==> src/rau_pkg.sv <==
`default_nettype none
package rau_pkg;

    typedef enum logic [2:0] {
        CMD_ADD = 3'd0,
        CMD_SUB = 3'd1,
        CMD_MUL = 3'd2,
        CMD_DIV = 3'd3,
        CMD_INC = 3'd4,
        CMD_DEC = 3'd5,
        CMD_CMP = 3'd6,
        CMD_NOP = 3'd7
    } cmd_t;

    typedef enum logic [2:0] {
        OP_LOAD,
        OP_MUL1,
        OP_MUL2,
        OP_FORM,
        OP_GCD,
        OP_DIVN,
        OP_DIVD,
        OP_DIV_STEP
    } dp_op_t;

    typedef struct packed {
        logic   load;
        logic   mul1;
        logic   mul2;
        logic   form;
        logic   gcd_step;
        logic   div_start_n;
        logic   div_start_d;
        logic   div_step;
        logic   finish;
    } dp_cmd_t;

    typedef struct packed {
        logic   special;
        logic   is_cmp;
        logic   zero_num;
        logic   gcd_done;
        logic   div_done;
    } dp_stat_t;

endpackage
`default_nettype wire

==> src/rau_ctrl.sv <==
`default_nettype none
module rau_ctrl (
    input  wire logic               aclk,
    input  wire logic               aresetn,
    input  wire logic               s_tvalid,
    output logic                    s_tready,
    output logic                    m_tvalid,
    input  wire logic               m_tready,
    output rau_pkg::dp_cmd_t        cmd,
    input  wire rau_pkg::dp_stat_t  stat
);

    typedef enum logic [3:0] {
        ST_IDLE, ST_MUL1, ST_MUL2, ST_FORM, ST_GCD, ST_GFIX,
        ST_DIVN, ST_DIVD, ST_FIN, ST_OUT
    } state_t;

    state_t state_reg, state_next;
    logic   out_v_reg;
    logic   second_reg;

    always_comb begin
        cmd        = '0;
        state_next = state_reg;
        case (state_reg)
            ST_IDLE: if (s_tvalid) begin
                cmd.load   = 1'b1;
                state_next = ST_MUL1;
            end
            ST_MUL1: begin
                cmd.mul1   = 1'b1;
                state_next = ST_MUL2;
            end
            ST_MUL2: begin
                cmd.mul2 = 1'b1;
                state_next = (stat.special || stat.is_cmp) ? ST_FIN : ST_FORM;
            end
            ST_FORM: begin
                cmd.form   = 1'b1;
                state_next = ST_GCD;
            end
            ST_GCD: begin
                if (stat.zero_num) begin
                    state_next = ST_FIN;
                end else if (stat.gcd_done) begin
                    state_next = ST_GFIX;
                end else begin
                    cmd.gcd_step = 1'b1;
                end
            end
            ST_GFIX: begin
                cmd.div_start_n = 1'b1;
                state_next      = ST_DIVN;
            end
            ST_DIVN: begin
                cmd.div_step = 1'b1;
                if (stat.div_done) begin
                    state_next = second_reg ? ST_FIN : ST_DIVD;
                end
            end
            ST_DIVD: begin
                cmd.div_start_d = 1'b1;
                state_next      = ST_DIVN;
            end
            ST_FIN: if (!out_v_reg || m_tready) begin
                cmd.finish = 1'b1;
                state_next = ST_OUT;
            end
            ST_OUT: state_next = ST_IDLE;
            default: state_next = ST_IDLE;
        endcase
    end

    always_ff @(posedge aclk) begin
        if (!aresetn) begin
            state_reg  <= ST_IDLE;
            out_v_reg  <= 1'b0;
            second_reg <= 1'b0;
        end else begin
            state_reg <= state_next;
            if (cmd.div_start_n) second_reg <= 1'b0;
            if (cmd.div_start_d) second_reg <= 1'b1;
            if (cmd.finish) begin
                out_v_reg <= 1'b1;
            end else if (m_tready) begin
                out_v_reg <= 1'b0;
            end
        end
    end

    assign s_tready = state_reg == ST_IDLE;
    assign m_tvalid = out_v_reg;

`ifndef SYNTHESIS
    a_no_overwrite: assert property (@(posedge aclk) disable iff (!aresetn)
        cmd.finish |-> !m_tvalid || m_tready) else $error("pending result overwritten");
    a_load_ready: assert property (@(posedge aclk) disable iff (!aresetn)
        cmd.load |-> s_tready) else $error("load without ready");
    a_fin_sets_valid: assert property (@(posedge aclk) disable iff (!aresetn)
        cmd.finish |=> m_tvalid) else $error("result lost");
    a_hold: assert property (@(posedge aclk) disable iff (!aresetn)
        m_tvalid && !m_tready |=> m_tvalid) else $error("result dropped");
`endif

endmodule
`default_nettype wire

==> config.mk <==
export PLATFORM = sky130hd
export DESIGN_NAME = rau_ctrl
export DESIGN_NICKNAME = d
export VERILOG_FILES = /design/src/rau_pkg.sv /design/src/rau_ctrl.sv
export SDC_FILE = /design/constraint.sdc
export NUM_CORES = 1
export LEC_CHECK = 0
export BUFFER_PORTS_ARGS = -buffer_cell sky130_fd_sc_hd__buf_2
export CORE_AREA = 4 4 41 43
export CTS_BUF_LIST = sky130_fd_sc_hd__clkbuf_8
export CTS_CLUSTER_DIAMETER = 150
export DETAILED_ROUTE_END_ITERATION = 10
export DIE_AREA = 0 0 45 47
export GPL_TIMING_DRIVEN = 1
export SKIP_CTS_REPAIR_TIMING = 1
export SYNTH_ARGS = -nofsm -noshare
export SYNTH_HDL_FRONTEND = slang
export SYNTH_SLANG_ARGS = --single-unit
==> constraint.sdc <==
create_clock -name aclk -period 1.35 [get_ports aclk]
set_input_delay 0.0675 -clock aclk [delete_from_list [all_inputs] [get_ports aclk]]
set_output_delay 0.0675 -clock aclk [all_outputs]
set_load 0.01 [all_outputs]
=== Word-level counts from Yosys, hierarchy flattened ===
Cells that the tools add are included.
Widths: inputs -> output; s select.

* Register bits after elaboration: 6
* Output and inout bits: 11
* Word-level logic and storage cells: 48

* Eq/ne operators: 12
* Multiplexer cells: 25
* Reductions and logical operators: 8

{| class="wikitable"
|+ Operators by type and width
! operator !! count
|-
| $pmux 4 s8 || 1
|-
| $mux 4 || 7
|-
| $mux 1 || 17
|-
| $eq 4x3->1 const B || 4
|-
| $eq 4x2->1 const B || 2
|-
| $ne 2x2->1 const B || 3
|-
| $eq 4x1->1 const B || 1
|-
| $eq 4x4->1 const B || 1
|-
| $logic_not 4->1 || 1
|-
| $reduce_and 4->1 || 1
|-
| $reduce_bool 2->1 || 2
|-
| $ne 3x3->1 const B || 1
|-
| $logic_or 1x1->1 || 2
|-
| $reduce_or 2->1 || 1
|-
| $logic_not 1->1 || 1
|}

=== Depth between registers and ports, before layout ===
* Depth in word-level cells: 5
* Mapped depth: 6
* Gate-level depth less buffers: 4

=== Least setup slack after synthesis ===
Ideal clock, no wire load.

* Path type: reg2reg
* Start: reg state_reg[1]
* End: reg state_reg[0]
* Setup time: 116 ps
* Arrival: 1216 ps
* Required time: 1234 ps
* Path slack: 19 ps
* Cell stages (with the launch flop): 6
* Buffers on the path: 1
* Clock period less this slack: 1331 ps
* Path through: dfxtp_1 > buf_2 > nor4_1 > nand2b_1 > nand2_1 > nor4_2

* Longest elaborated chain between the ends: 3

{| class="wikitable"
|+ RTL lines
! element !! RTL line !! RTL
|-
| start, declared || rau_ctrl.sv:18 || <nowiki>state_t state_reg, state_next;</nowiki>
|-
| start signal, assigned || rau_ctrl.sv:80 || <nowiki>state_reg <= state_next;</nowiki>
|-
| $logic_not 4->1 (*) || - ||
|-
| net s_tready || rau_ctrl.sv:6 || <nowiki>output logic s_tready,</nowiki>
|-
| $ne 2x2->1 (no line) || - ||
|-
| $reduce_and 4->1 (no line) || - ||
|}

Mark *: on every way through the listed nets, which the timed path passes. The rest lies on a longest branch.
A chain may end at the register's enable or synchronous reset.

==> reports/metrics.csv <==
stage,metric,value,unit
outcome,status,"finished, final reports clean",
die,row_count,13,
synth,synth_area_per_cell,8.45,µm²
clocking,cts_tree,built,
power_and_ir_drop,power.switching,398,µW
power_and_ir_drop,power_density,1530,nW/µm²
die,die_w,45,µm
power_and_ir_drop,pwr-share-seq,27.2,%
route,first_pass_iters,4,
synth,synthesis.area,482,µm²
placement,dp_hpwl,1020,µm
placement,numPortBuffers,19,
finish,multi_input_area,363,µm²
worst_setup_path,critPathBufInv,2,
clocking,htreeDepth,1,
worst_setup_path,cp-start-kind,register,
die,die-area,2120,µm²
power_and_ir_drop,internal_power,708,µW
finish,regArea,135,µm²
route,drt_wl_total,1360,µm
worst_setup_path,critical-path-top-delay-family,simple AND/OR/NAND/NOR gates,
route,viasPerCell,5.21,
grt,grt_max_degree,13,
finish,nets,93,
finish,utilization,55.4,%
grt,antenna_found_initial,0,
die,die_y,47,µm
finish,fillers,128,
finish,area_growth,49.6,%
worst_setup_path,cp_slowest_stage_delay,0.36,ns
route,ant_nets,0,
sta,rsz0062_at_grt,yes,
clocking,cts_root_buffer,clkbuf_8,
placement,dp_slack,0.0380,ns
sta,hold_viol,0,
finish,largest_register_ffs,4,
synth,ys_ff_latch,6,
grt,grt_pass1_wl,2150,µm
sta,setup_viol,0,
finish,antenna_cells,0,
sta,max_freq,744,MHz
power_and_ir_drop,combPwrFrac,47.6,%
sta,setup_ws,0.00571,ns
sta,fin_tns_setup,0,ns
synth,syn_inst,57,
hold_path,holdCritPathClass,in2reg,
sta,tightest_slew,0.321,ns
finish,layout_commonest_cell,buf_2,
worst_setup_path,crit_fanout,6,
die,io_pins,20,
power_and_ir_drop,leakage,0.000319,µW
worst_setup_path,cpMaxStageDelayCell,dfxtp_4,
route,num_vias,505,
sta,period_share,99.6,%
power_and_ir_drop,p_clk_share,25.2,%
worst_setup_path,rrSetupSlack,0.06,ns
sta,relSlewSlack,78.5,%
worst_setup_path,arrival,1.28,ns
sta,period_needed,1.34,ns
worst_setup_path,cp-end-kind,output port,
synth,synth_seq_area_share,24.9,%
synth,synth_nets,66,
sta,skew,0.00121,ns
power_and_ir_drop,peakVddDrop,0.000777,V
route,remaining_drc_errors,0,
die,core_area,1300,µm²
worst_setup_path,path_cells,buf_6 > nor4_4 > and2_1 > buf_2,
sta,drv_slew,0,
placement,gp_congestion,0.765,
finish,layout_common_cells,"buf_2, buf_4, nor2_1",
clocking,clk_latency,0.23,ns
synth,yosysWarnings,0,
route,wl_per_cell,14.1,µm
grt,grt_pass1_vias,491,
worst_setup_path,worst_ep_required_time,1.28,ns
clocking,cts.path.max_buffers,2,
grt,overflow,0,
finish,final_layout_size_suffix_gt1_share,52.4,%
clocking,path_clk_slew,0.04,ns
clocking,cts_buffers,3,
synth,synth_cell_types,30,
clocking,clock-sinks,6,
die,start_util,37.0,%
power_and_ir_drop,switching_share,36.0,%
worst_setup_path,critPathKind,reg2out,
route,drt-initial-drc-count,6,
flow_run,maxCapViolCount,0,
grt,track_usage,14.4,%
==> cell usage after synthesis <==
library cell / number / share of area (%)
dfxtp_1: 6 / 25
nor2_1: 6 / 4.7
nand2_1: 4 / 3.1
a21oi_1: 3 / 3.1
buf_2: 3 / 3.1
nand2b_1: 3 / 3.9
nor3_1: 3 / 3.1
nor3b_1: 3 / 4.7
nor2b_1: 2 / 2.6
nor4_1: 2 / 2.6
nor4b_1: 2 / 3.6
nor4b_2: 2 / 6.2
a211o_1: 1 / 1.8
a31oi_1: 1 / 1.3
and2_1: 1 / 1.3
buf_4: 1 / 1.6
buf_6: 1 / 2.3
inv_1: 1 / 0.78
mux2i_1: 1 / 2.1
nand2b_4: 1 / 2.9
nand3b_1: 1 / 1.6
nor2_2: 1 / 1.3
nor4_2: 1 / 2.6
nor4b_4: 1 / 4.9
o21a_1: 1 / 1.6
o21ai_0: 1 / 1.0
o21ai_1: 1 / 1.0
o22a_1: 1 / 1.8
o31a_1: 1 / 1.8
o31ai_2: 1 / 2.6
==> worst min-delay path, delay by kind of cell <==
family	cells	cell delay [ns]
buffers and inverters	1	0.12
and+or+nand+nor	1	0.07
AOI/OAI and AO/OA	1	0.05
==> cells by family (layout without fill, tap and decap cells) <==
logic type | after synthesis | count (layout) | share of synthesized area, %
AO/OA/AOI/OAI | 11 | 11 | 16.1
buffers and inverters | 6 | 31 | 7.79
AND/OR/NAND/NOR | 33 | 33 | 49.1
flip-flops | 6 | 6 | 24.9
multiplexers | 1 | 1 | 2.08
==> path summary, 6_finish.rpt <==
| check | to | startpoint | cells past startpoint |
|---|---|---|---|
| worst max-delay path | cmd[8] | state_reg[3] | 4 |
| worst min-delay path | state_reg[3] | aresetn | 3 |
| worst max register to register | state_reg[0] | state_reg[1] | 5 |
| worst min register to register | state_reg[0] | state_reg[0] | 1 |
==> metrics by stage <==
step	area, µm²	hold WS (ns)	std cells	total power (µW)
floorplan	482	0.163	57	566
global placement	607	0.342	92	711
detailed placement	607	0.337	92	715
CTS	648	0.105	95	996
global route	721	0.129	97	1180
finish	721	0.117	97	1110
==> power groups by stage <==
stage	sequential, µW	combinational (µW)	clock (µW)
after global placement	266	445	0
after global routing	309	574	299
after detailed placement	269	446	0
final	301	527	279
after floorplan	238	328	0
after CTS	267	447	282
==> routing by layer <==
layer  share of wire, %  vias up  wire length, µm  global-route usage (%)
li1                   -      257                -                       -
met1                 42      232              575                    17.4
met2                 51       14              698                    23.2
met3                5.9        2               81                    5.75
met4               0.59        0                8                    5.26
met5                  0        -                0                       0
==> area by class of cell <==
type	instances	area share [%]
Timing Repair Buffer	27	22.0
Inverter	1	0.521
Clock buffer	3	5.73
Multi-Input combinational cell	45	50.3
Sequential cell	6	18.8
Tap cell	15	2.60
Power figures use the tool's default switching activity.
